==> src/design/upq_pkg.sv <==
// ----------------------------------------------------------------------------
// upq_pkg
// Shared types and constants of the unsorted priority queue: request and
// status codes, configuration register index and stream packing widths.
// ----------------------------------------------------------------------------
package upq_pkg;

  // Request kinds carried in the input tuser bit.
  localparam logic REQ_ENQ = 1'b0;
  localparam logic REQ_DEQ = 1'b1;

  // Result status carried in the output tuser bits.
  typedef enum logic [1:0] {
    ST_OK    = 2'd0,
    ST_EMPTY = 2'd1,
    ST_FULL  = 2'd2
  } status_t;

  // Configuration port: registers sit 4 bytes apart, paddr[2] picks one.
  localparam int   CFG_ADDR_W       = 3;
  localparam int   CFG_DATA_W       = 32;
  localparam logic CFG_IDX_ORDER    = 1'b0;

  // Fixed field widths of the stream payloads.
  localparam int IN_VALUE_W  = 32;
  localparam int OUT_VALUE_W = 32;
  localparam int OUT_COUNT_W = 5;
  localparam int OUT_PAD_W   = 3;
  localparam int OUT_TDATA_W = OUT_VALUE_W + OUT_COUNT_W + OUT_PAD_W;

  // Control of the maximum tracker during a scan.
  typedef struct packed {
    logic valid;  // a stored entry is presented this cycle
    logic first;  // the entry is the first of the scan
  } scan_ctl_t;

endpackage

==> src/design/upq_max_track.sv <==
// ----------------------------------------------------------------------------
// upq_max_track
// Running maximum over the entries presented during a dequeue scan. Keeps
// the earliest of equal maxima and compares unsigned or two's complement.
// ----------------------------------------------------------------------------
module upq_max_track #(
  parameter int VALUE_WIDTH = 32,
  parameter int IDX_W       = 4
) (
  input  logic                  clk,
  input  upq_pkg::scan_ctl_t    ctl,
  input  logic                  order_signed,
  input  logic [VALUE_WIDTH-1:0] data,
  input  logic [IDX_W-1:0]      idx,
  output logic [VALUE_WIDTH-1:0] best_val,
  output logic [IDX_W-1:0]      sel_idx
);
  import upq_pkg::*;

  logic [VALUE_WIDTH-1:0] best_val_r;
  logic [IDX_W-1:0]       best_idx_r;
  logic [VALUE_WIDTH-1:0] flip;
  logic [VALUE_WIDTH-1:0] key_new;
  logic [VALUE_WIDTH-1:0] key_best;
  logic                   take;

  // Flipping the sign bit turns a signed order into an unsigned one.
  always_comb begin
    flip = '0;
    flip[VALUE_WIDTH-1] = order_signed;
    key_new  = data ^ flip;
    key_best = best_val_r ^ flip;
    take     = ctl.first || (key_new > key_best);
    sel_idx  = take ? idx : best_idx_r;
  end

  always_ff @(posedge clk) begin
    if (ctl.valid && take) begin
      best_val_r <= data;
      best_idx_r <= idx;
    end
  end

  assign best_val = best_val_r;

endmodule

==> src/design/unsorted_priority_queue.sv <==
// ----------------------------------------------------------------------------
// unsorted_priority_queue
// Priority queue of up to DEPTH values kept in arrival order in one memory.
// ----------------------------------------------------------------------------
// An enqueue, and a dequeue from an empty queue, reach the output register
// in the cycle after they are accepted. A dequeue of a queue holding n
// values scans all n entries for the maximum, one memory read per cycle, then
// the entries behind the removed one are moved down one place, read and
// written back one a cycle, and finally S_DONE hands the result to the output
// register once it is free. The single read port of the entry memory is why entries are read one at a time.
// The next item is accepted only while the block itself is idle and the
// output register is either empty or has its result taken in that same
// cycle; a result that waits on a stalled output holds the input off. No
// clearing pass is needed after reset: only entries below the stored count
// are ever read.
module unsorted_priority_queue #(
  parameter int DEPTH       = 16,
  parameter int VALUE_WIDTH = 32
) (
  input  logic                              clk,
  input  logic                              rst_n,
  // Input item stream.
  input  logic                              in_tvalid,
  output logic                              in_tready,
  input  logic [upq_pkg::IN_VALUE_W-1:0]    in_tdata,    // [31:0] value_in
  input  logic [0:0]                        in_tuser,    // [0] req_type
  // Result item stream.
  output logic                              out_tvalid,
  input  logic                              out_tready,
  output logic [upq_pkg::OUT_TDATA_W-1:0]   out_tdata,   // [31:0] value_out,
                                                         // [36:32] entry_count
  output logic [1:0]                        out_tuser,   // [1:0] status
  // Configuration port.
  input  logic                              cfg_psel,
  input  logic                              cfg_penable,
  input  logic                              cfg_pwrite,
  input  logic [upq_pkg::CFG_ADDR_W-1:0]    cfg_paddr,
  input  logic [upq_pkg::CFG_DATA_W-1:0]    cfg_pwdata,
  output logic [upq_pkg::CFG_DATA_W-1:0]    cfg_prdata,
  output logic                              cfg_pready
);
  import upq_pkg::*;

  localparam int AW = $clog2(DEPTH);
  localparam int CW = $clog2(DEPTH + 1);

  typedef enum logic [3:0] {
    S_IDLE  = 4'b0001,
    S_SCAN  = 4'b0010,
    S_SHIFT = 4'b0100,
    S_DONE  = 4'b1000
  } state_t;

  state_t                 state_r, state_nxt;
  logic [CW-1:0]          count_r, count_nxt;
  logic [CW-1:0]          rd_ptr_r, rd_ptr_nxt;
  logic [AW-1:0]          scan_idx_r, scan_idx_nxt;
  logic                   wr_pend_r, wr_pend_nxt;
  logic [AW-1:0]          wr_addr_r, wr_addr_nxt;
  logic                   order_signed_r;

  logic [VALUE_WIDTH-1:0] entry_mem [DEPTH];
  logic [VALUE_WIDTH-1:0] rd_data_r;
  logic                   rd_en;
  logic [AW-1:0]          rd_addr;
  logic                   wr_en;
  logic [AW-1:0]          wr_addr;
  logic [VALUE_WIDTH-1:0] wr_data;

  logic                   out_valid_r;
  status_t                out_status_r, out_status_nxt;
  logic [OUT_VALUE_W-1:0] out_value_r, out_value_nxt;
  logic [OUT_COUNT_W-1:0] out_count_r, out_count_nxt;
  logic                   out_load;
  logic                   out_free;

  logic                   in_fire;
  logic [VALUE_WIDTH-1:0] in_val;
  scan_ctl_t              scan_ctl;
  logic [VALUE_WIDTH-1:0] best_val;
  logic [AW-1:0]          sel_idx;
  logic                   cfg_wr;

  assign out_free  = !out_valid_r || out_tready;
  assign in_tready = (state_r == S_IDLE) && out_free;
  assign in_fire   = in_tvalid && in_tready;
  assign in_val    = VALUE_WIDTH'(in_tdata);

  upq_max_track #(
    .VALUE_WIDTH (VALUE_WIDTH),
    .IDX_W       (AW)
  ) u_max (
    .clk          (clk),
    .ctl          (scan_ctl),
    .order_signed (order_signed_r),
    .data         (rd_data_r),
    .idx          (scan_idx_r),
    .best_val     (best_val),
    .sel_idx      (sel_idx)
  );

  always_comb begin
    state_nxt      = state_r;
    count_nxt      = count_r;
    rd_ptr_nxt     = rd_ptr_r;
    scan_idx_nxt   = scan_idx_r;
    wr_pend_nxt    = 1'b0;
    wr_addr_nxt    = wr_addr_r;
    rd_en          = 1'b0;
    rd_addr        = rd_ptr_r[AW-1:0];
    wr_en          = 1'b0;
    wr_addr        = count_r[AW-1:0];
    wr_data        = in_val;
    out_load       = 1'b0;
    out_status_nxt = ST_OK;
    out_value_nxt  = '0;
    out_count_nxt  = OUT_COUNT_W'(count_r);
    scan_ctl       = '0;

    case (state_r)
      S_IDLE: begin
        if (in_fire) begin
          if (in_tuser[0] == REQ_ENQ) begin
            out_load = 1'b1;
            if (count_r == CW'(DEPTH)) begin
              out_status_nxt = ST_FULL;
            end else begin
              wr_en         = 1'b1;
              count_nxt     = count_r + CW'(1);
              out_count_nxt = OUT_COUNT_W'(count_r + CW'(1));
            end
          end else if (count_r == '0) begin
            out_load       = 1'b1;
            out_status_nxt = ST_EMPTY;
          end else begin
            rd_en        = 1'b1;
            rd_addr      = '0;
            rd_ptr_nxt   = CW'(1);
            scan_idx_nxt = '0;
            state_nxt    = S_SCAN;
          end
        end
      end

      S_SCAN: begin
        // Read data of entry scan_idx_r arrives now; the next read overlaps.
        scan_ctl.valid = 1'b1;
        scan_ctl.first = (scan_idx_r == '0);
        scan_idx_nxt   = scan_idx_r + AW'(1);
        if (rd_ptr_r < count_r) begin
          rd_en      = 1'b1;
          rd_ptr_nxt = rd_ptr_r + CW'(1);
        end
        if (CW'(scan_idx_r) == count_r - CW'(1)) begin
          if (CW'(sel_idx) == count_r - CW'(1)) begin
            state_nxt = S_DONE;
          end else begin
            rd_ptr_nxt = CW'(sel_idx) + CW'(1);
            state_nxt  = S_SHIFT;
          end
        end
      end

      S_SHIFT: begin
        // Entry i+1 is read, then written to place i the next cycle.
        if (rd_ptr_r < count_r) begin
          rd_en       = 1'b1;
          rd_ptr_nxt  = rd_ptr_r + CW'(1);
          wr_pend_nxt = 1'b1;
          wr_addr_nxt = AW'(rd_ptr_r - CW'(1));
        end else begin
          state_nxt = S_DONE;
        end
        if (wr_pend_r) begin
          wr_en   = 1'b1;
          wr_addr = wr_addr_r;
          wr_data = rd_data_r;
        end
      end

      S_DONE: begin
        if (out_free) begin
          out_load      = 1'b1;
          out_value_nxt = OUT_VALUE_W'(best_val);
          count_nxt     = count_r - CW'(1);
          out_count_nxt = OUT_COUNT_W'(count_r - CW'(1));
          state_nxt     = S_IDLE;
        end
      end

      default: begin
        state_nxt = S_IDLE;
      end
    endcase
  end

  always_ff @(posedge clk) begin
    if (!rst_n) begin
      state_r   <= S_IDLE;
      count_r   <= '0;
      wr_pend_r <= 1'b0;
    end else begin
      state_r   <= state_nxt;
      count_r   <= count_nxt;
      wr_pend_r <= wr_pend_nxt;
    end
  end

  always_ff @(posedge clk) begin
    rd_ptr_r   <= rd_ptr_nxt;
    scan_idx_r <= scan_idx_nxt;
    wr_addr_r  <= wr_addr_nxt;
  end

  always_ff @(posedge clk) begin
    if (wr_en) begin
      entry_mem[wr_addr] <= wr_data;
    end
    if (rd_en) begin
      rd_data_r <= entry_mem[rd_addr];
    end
  end

  always_ff @(posedge clk) begin
    if (!rst_n) begin
      out_valid_r <= 1'b0;
    end else if (out_load) begin
      out_valid_r <= 1'b1;
    end else if (out_tready) begin
      out_valid_r <= 1'b0;
    end
  end

  always_ff @(posedge clk) begin
    if (out_load) begin
      out_status_r <= out_status_nxt;
      out_value_r  <= out_value_nxt;
      out_count_r  <= out_count_nxt;
    end
  end

  assign out_tvalid = out_valid_r;
  assign out_tdata  = {OUT_PAD_W'(0), out_count_r, out_value_r};
  assign out_tuser  = out_status_r;

  assign cfg_pready = 1'b1;
  assign cfg_wr     = cfg_psel && cfg_penable && cfg_pwrite && cfg_pready;

  always_ff @(posedge clk) begin
    if (!rst_n) begin
      order_signed_r <= 1'b0;
    end else if (cfg_wr && (cfg_paddr[2] == CFG_IDX_ORDER)) begin
      order_signed_r <= cfg_pwdata[0];
    end
  end

  assign cfg_prdata = (cfg_paddr[2] == CFG_IDX_ORDER) ?
                      CFG_DATA_W'(order_signed_r) : '0;

endmodule

==> config.mk <==
export PLATFORM = sky130hd
export DESIGN_NAME = unsorted_priority_queue
export DESIGN_NICKNAME = d
export VERILOG_FILES = /design/src/design/upq_pkg.sv /design/src/design/upq_max_track.sv /design/src/design/unsorted_priority_queue.sv
export SDC_FILE = /design/constraint.sdc
export NUM_CORES = 1
export LEC_CHECK = 0
export BUFFER_PORTS_ARGS = -buffer_cell sky130_fd_sc_hd__buf_4
export CORE_AREA = 2 2 249 251
export DETAILED_ROUTE_END_ITERATION = 12
export DIE_AREA = 0 0 251 253
export HOLD_SLACK_MARGIN = 0.15
export PLACE_DENSITY = 0.72
export SLEW_MARGIN = 5
export SYNTH_ARGS = -nofsm -noshare
export SYNTH_HDL_FRONTEND = slang
export SYNTH_SLANG_ARGS = --single-unit
==> constraint.sdc <==
create_clock -name clk -period 4.3 [get_ports clk]
set_clock_uncertainty 0.15 [all_clocks]
set_input_delay 0.645 -clock clk [delete_from_list [all_inputs] [get_ports clk]]
set_output_delay 0.645 -clock clk [all_outputs]
set_load 0.01 [all_outputs]
; ---- Word-level counts from Yosys, hierarchy flattened
; Memories as Yosys holds them, arrays and structs flattened. A register that Yosys moved wholly into a read port is not among the register bits.
; Cells that the tools add are included.
; Widths: inputs -> output; s select.
[classes]
add_sub_neg = 6
n_lt_le_gt_ge = 2
n_eq_ne = 13
muxes = 57
bitwise = 3
reduce_logical = 22
[ops]
columns = operator, count
row1 = $mux 4, 17
row2 = $mux 32, 2
row3 = $xor 32x32->32, 2
row4 = $mux 5, 10
row5 = $gt 32x32->1, 1
row6 = $mux 1, 18
row7 = $pmux 4 s4, 1
row8 = $pmux 5 s3, 1
row9 = $ne 2x2->1 const B, 6
row10 = $add 5x1->5 const B, 2
row11 = $eq 4x5->1, 2
row12 = $pmux 5 s2, 1
row13 = $pmux 4 s2, 1
row14 = $reduce_and 2->1, 4
row15 = $reduce_and 4->1, 2
row16 = $logic_and 1x1->1, 6
row17 = $mux 2, 3
row18 = $pmux 1 s2, 3
row19 = $reduce_and 6->1, 1
row20 = $add 4x1->5 const B, 1
row21 = $eq 5x5->1 const B, 1
row22 = $logic_not 5->1, 1
row23 = $lt 5x5->1, 1
row24 = $sub 5x1->5 const B, 1
row25 = 13 further kinds, 15
[word_totals]
ff_bits = 100
ramBits = 512
in_bits = 75
out_inout_bits = 77
elab_cells = 117
mem_count = 1
[mem_list]
columns = name, depth, width, rd, rd_ports_with_merged_regs, wr, line_no
row1 = entry_mem, 16, 32, 1, 1, 1, unsorted_priority_queue.sv:62  ; logic [VALUE_WIDTH-1:0] entry_mem [DEPTH];

; ---- Longest topological paths before layout
[logic_depth]
word_depth = 8
mapped_depth = 12
depth_no_buf = 12

; ---- Hierarchy
; From an unflattened synthesis, not the netlist that was laid out.
[unflattened]
hier_cells = 1719
area_unflattened_um2 = 26925.8
[modules_own_cells]
columns = module, instances, cells_each, area_per_inst_um2, seq_area_each_um2
row1 = unsorted_priority_queue, 1, 1564, 24930.2, 18137.4
row2 = upq_max_track, 1, 155, 1995.7, 1081.0

; ---- Least setup slack after synthesis
; No wires, ideal clock.
[synth_timing]
path_type = reg-to-reg
startpoint = register count_r[1]
endpoint = register rd_data_r[0] (read register of entry_mem) (enable)
setup_time_ps = 466
arrival_time_ps = 3751
t_required_ps = 3684
slack_ps = -66
path_stages_with_launch = 8
n_path_buf = 0
period_less_slack_ps = 4366
cell_sequence = dfxtp_1 > inv_1 > ha_1 > a21o_1 > a21o_1 > a21o_1 > a21o_1 > o21ai_0
[synth_via]
elab_chain_len = 5
elab_cells_between_ends = 11
classes_between = 1 x order compare / 9 x mux / 1 x reduce/logical
[synth_rtl]
columns = item, line_no
row1 = from (decl), unsorted_priority_queue.sv:55  ; logic [CW-1:0] count_r, count_nxt;
row2 = from (signal assigned), unsorted_priority_queue.sv:204  ; count_r <= count_nxt;
row3 = "parallel branches: the longest is 4 deep, another holds $lt 5x5->1", -
row4 = $pmux 1 s2 *, unsorted_priority_queue.sv:120  ; case (state_r)
row5 = named net rd_en, unsorted_priority_queue.sv:64  ; logic rd_en;
row6 = to (decl), unsorted_priority_queue.sv:63  ; logic [VALUE_WIDTH-1:0] rd_data_r;
; Mark *: on every way through the listed nets, which the timed path passes.
; A chain may end at the register's enable or synchronous reset.

; ---- Worst setup path after layout
[layout_timing]
startpoint = register rd_data_r[31] (read register of entry_mem)
endpoint = register rd_ptr_r[2], data pin
[layout_via]
elab_chain_len = 8
elab_cells_between_ends = 9
classes_between = 1 x add/sub / 1 x order compare / 1 x eq/ne / 4 x mux / 1 x bitwise / 1 x reduce/logical
[layout_rtl]
columns = item, line_no
row1 = $xor 32x32->32 *, upq_max_track.sv:31  ; key_new = data ^ flip;
row2 = $gt 32x32->1 *, upq_max_track.sv:33  ; take = ctl.first || (key_new > key_best);
row3 = $logic_or 1x1->1 *, upq_max_track.sv:33
row4 = $mux 4 *, upq_max_track.sv:34  ; sel_idx = take ? idx : best_idx_r;
row5 = $add 4x1->5 / $eq 4x5->1 (equally long branches), "unsorted_priority_queue.sv:158, unsorted_priority_queue.sv:155"
row6 = $mux 5 *, unsorted_priority_queue.sv:155  ; if (CW'(sel_idx) == count_r - CW'(1)) begin
row7 = $mux 5 *, unsorted_priority_queue.sv:154  ; if (CW'(scan_idx_r) == count_r - CW'(1)) begin
row8 = $pmux 5 s3 *, unsorted_priority_queue.sv:120
row9 = named net rd_ptr_nxt[2], unsorted_priority_queue.sv:56  ; logic [CW-1:0] rd_ptr_r, rd_ptr_nxt;
row10 = to (signal assigned), unsorted_priority_queue.sv:210  ; rd_ptr_r <= rd_ptr_nxt;
row11 = to (decl), unsorted_priority_queue.sv:56
; Mark *: on every way through the listed nets, which the timed path passes. The rest lies on a longest branch.

==> flow_metrics.env <==
export IMPL_outcome="finished clean"
export IMPL_syn_area_per_cell_um2=15.3
export IMPL_htree_levels=2
export IMPL_post_dp_hpwl_mm=35.6
export IMPL_gr_total_overflow=0
export IMPL_start_util_pct=44.3
export IMPL_cts_root_buffer="clkbuf_16"
export IMPL_seq_area_um2=19200
export IMPL_synth_edf_count=632
export IMPL_synth_warnings=0
export IMPL_reg2reg_depth=11
export IMPL_grt_setup_unrepaired="false"
export IMPL_fillCellCount=4854
export IMPL_p_sw_share_pct=22.4
export IMPL_crit_path_start_kind="flip-flop"
export IMPL_syn_inst=1764
export IMPL_dr_pass1_iters=5
export IMPL_synthDistinctLibCells=63
export IMPL_vias=15400
export IMPL_grt_pass1_vias=15100
export IMPL_crit_type="flip-flop to flip-flop"
export IMPL_dp_cells=2596
export IMPL_tns_ps=0
export IMPL_wl_met1_mm=24.0
export IMPL_internal_power_uw=10800
export IMPL_globalplace_congestion=0.840
export IMPL_cts_path_max_buffers=3
export IMPL_vdd_drop_max_mv=0.297
export IMPL_post_route_min_period_ps=3850
export IMPL_post_cts_buffers=0
export IMPL_die_width_um=251
export IMPL_fin_nets=1986
export IMPL_fin_cells=2703
export IMPL_die_h_um=253
export IMPL_cp_max_fo=6
export IMPL_cts_num_sinks=644
export IMPL_drive_above_1_share_pct=19.6
export IMPL_ys_ff_latch=644
export IMPL_p_switching_uw=3100
export IMPL_wl_per_cell_um=22.5
export IMPL_clockPowerShare_pct=39.3
export IMPL_ios=152
export IMPL_viasPerCell=5.68
export IMPL_holdPathStages=2
export IMPL_top_layer="met5"
export IMPL_worst_pin_slew_ps=1050
export IMPL_multi_input_area_um2=7240
export IMPL_grt_max_degree=103
export IMPL_ys_seq_area_share_pct=71.1
export IMPL_final_antenna_net_count=0
export IMPL_clk_pin_slew_worst_paths_ps=70
export IMPL_clk_insertion_delay_late_ps=620
export IMPL_yosys_most_used_dff="edfxtp_1"
export IMPL_max_slew_margin_rel_pct=29.6
export IMPL_finalHoldViolCount=0
export IMPL_cap_viol_max_count=0
export IMPL_fin_crit_sh_pct=89.6
export IMPL_syn2layout_area_growth_pct=14.4
export IMPL_syn_area_um2=27000
export IMPL_core_area_um2=61000
export IMPL_min_path_type="input port to flip-flop"
export IMPL_setup_viol=0
export IMPL_antennaDiodeCount=0
export IMPL_drcViolationCount=0
export IMPL_fp_row_count=91
export IMPL_antenna_found_initial=3
export IMPL_slew_violations=0
export IMPL_cts_made_buffers=58
export IMPL_combPwrFrac_pct=9.0
export IMPL_wirelength_mm=60.9
export IMPL_crit_chain="xor2_1 -> ha_1 -> nand4_1 -> nor4_1 -> nand2_1 -> o21a_1 -> nor3_1 -> o21ai_0 -> ha_1 -> xor2_1 -> o311ai_1"
export IMPL_required_ps=4570
export IMPL_groute_usage_overall_pct=19.1
export IMPL_p_per_area_nw_per_um2=448
export IMPL_drt_initial_drc_count=1319
export IMPL_arrival_ps=4130
export IMPL_met2WireLength_mm=31.2
export IMPL_cp_slowest_cell="nor3_1"
export IMPL_p_leak_uw=0.0108
export IMPL_grt_pass1_wl_mm=91.3
export IMPL_port_buffers=83
export IMPL_dieArea_um2=63500
export IMPL_async_flop_share_pct=0
export IMPL_p_seq_share_pct=51.7
export IMPL_max_freq_mhz=260
export IMPL_cts_tree="built"
export IMPL_cpPeakStageDelay_ps=640
export IMPL_cp_end_kind="flip-flop"
export IMPL_wl_met3_mm=4.23
-- power groups by stage --
stage	sequential [uW]	combinational (uW)	clock, uW
CTS	7160	1250	5510
global route	7170	1350	5730
floorplan	7310	802	0
global placement	7290	1210	0
finish	7160	1250	5440
detailed placement	7300	1240	0
-- layout by cell type (no fill, tap or decap), types with 4 or more instances in the layout --
cell / netlist / final
clkbuf_1: 64 / 6
a211oi_2: 10 / 10
mux2i_1: 36 / 36
clkinvlp_4: 0 / 6
ha_1: 44 / 44
a21oi_1: 20 / 20
nor2b_1: 8 / 7
inv_1: 47 / 47
xnor2_1: 8 / 8
nand4_1: 9 / 9
o211ai_1: 4 / 4
mux4_2: 64 / 64
o21a_1: 5 / 5
buf_12: 0 / 19
and2_1: 75 / 75
bufinv_16: 0 / 12
nor4_1: 7 / 7
o22ai_1: 34 / 33
nor2_1: 40 / 22
conb_1: 2 / 35
nand3_1: 8 / 8
o21ai_0: 12 / 11
a31oi_1: 71 / 71
nand2_1: 290 / 285
clkinv_2: 0 / 13
mux2_2: 32 / 32
a21o_1: 6 / 6
xor2_1: 13 / 13
clkinv_1: 0 / 8
edfxtp_1: 632 / 632
a211oi_1: 58 / 58
clkbuf_16: 0 / 58
nor2_4: 0 / 18
dfxtp_1: 12 / 12
nor3_1: 38 / 38
buf_4: 38 / 121
-- synthesized netlist by cell type (all sizes together), types with 3 or more instances --
master	count	area [um^2]
edfxtp	632	19000
nand2	290	1090
and2	76	475
a31oi	71	444
a211oi	68	561
buf	67	469
clkbuf	64	240
mux4	64	1440
inv	47	176
ha	44	551
nor2	40	150
nor3	38	190
mux2i	36	360
o22ai	34	213
mux2	32	360
a21oi	20	100
o21ai	15	86.3
xor2	13	114
dfxtp	12	240
nand3	10	60.1
nand4	9	56.3
nor2b	8	50.1
xnor2	8	70.1
nor4	7	43.8
a21o	6	45.0
o21a	5	37.5
nor4b	4	71.3
o211ai	4	30.0
a22oi	3	22.5
nand3b	3	22.5
o311ai	3	26.3
or2	3	18.8
or3	3	18.8
-- path summary, 6_finish.rpt --
kind / end / slack (ps) / start
worst max-delay path: rd_ptr_r[2] / 450 / rd_data_r[31]
worst min-delay path: out_tuser[1] / 190 / in_tuser
worst max register to register: rd_ptr_r[2] / 450 / rd_data_r[31]
worst min register to register: u_max.best_val[0] / 290 / rd_data_r[0]
-- cells by family (layout without fill, tap and decap cells) --
| group | count (synthesis) | in the layout | synth area share, % |
|---|---|---|---|
| compound gates | 245 | 245 | 6.41 |
| xor+xnor | 21 | 21 | 0.680 |
| fa+ha+maj | 44 | 44 | 2.04 |
| buf+inv | 178 | 294 | 3.28 |
| flops | 644 | 644 | 71.1 |
| mux | 132 | 132 | 8.00 |
| other cells | 2 | 35 | 0.0278 |
| simple gates | 498 | 498 | 8.49 |
-- worst max-delay path: cells and delay by family, from the launching register on --
family | cells | cell delay [ps]
simple gates | 4 | 1400
flops | 1 | 440
compound gates | 3 | 740
xor+xnor | 2 | 340
fa+ha+maj | 2 | 610
-- flip-flops by register name, indices dropped and copies added, names as in the netlist --
signal / flops
count_r: 5
entry_mem: 512
order_signed_r: 1
out_count_r: 5
out_tuser: 2
out_tvalid: 1
out_value_r: 32
rd_data_r: 32
rd_ptr_r: 5
scan_idx_r: 4
state_r: 4
u_max.best_idx_r: 4
u_max.best_val: 32
wr_addr_r: 4
wr_pend_r: 1
-- per-layer routing --
layer / vias to the layer above / GRT usage, %
met5: - / 0
met4: 4 / 5.60
met3: 108 / 3.23
met2: 614 / 33.7
met1: 7751 / 24.3
li1: 6873 / -
-- timing repair --
action,4_1_cts,5_1_grt
gates resized for setup,0,0
hold buffers,1,0
hold endpoints to repair,1,0
-- cell type report --
class                           count  area share (%)
Clock buffer                       64            4.76
Clock inverter                     42            1.73
Inverter                           47           0.570
Multi-Input combinational cell    975            23.4
Sequential cell                   644            62.1
Tap cell                          790            3.20
Timing Repair Buffer              141            4.20
-- through the flow --
stage               total power, uW  cell area [um^2]  hold WS, ps  util, %  setup slack, ps
floorplan                      8110             27200          274        -              317
global placement               8500             28900          289     47.4              631
detailed placement             8540             28900          284     47.4              508
CTS                           13900             30900          160     50.7              467
global route                  14200             30900          173     50.7             78.7
finish                        13800             30900          194     50.7              447
No activity file was read; power rests on OpenSTA's default activity.
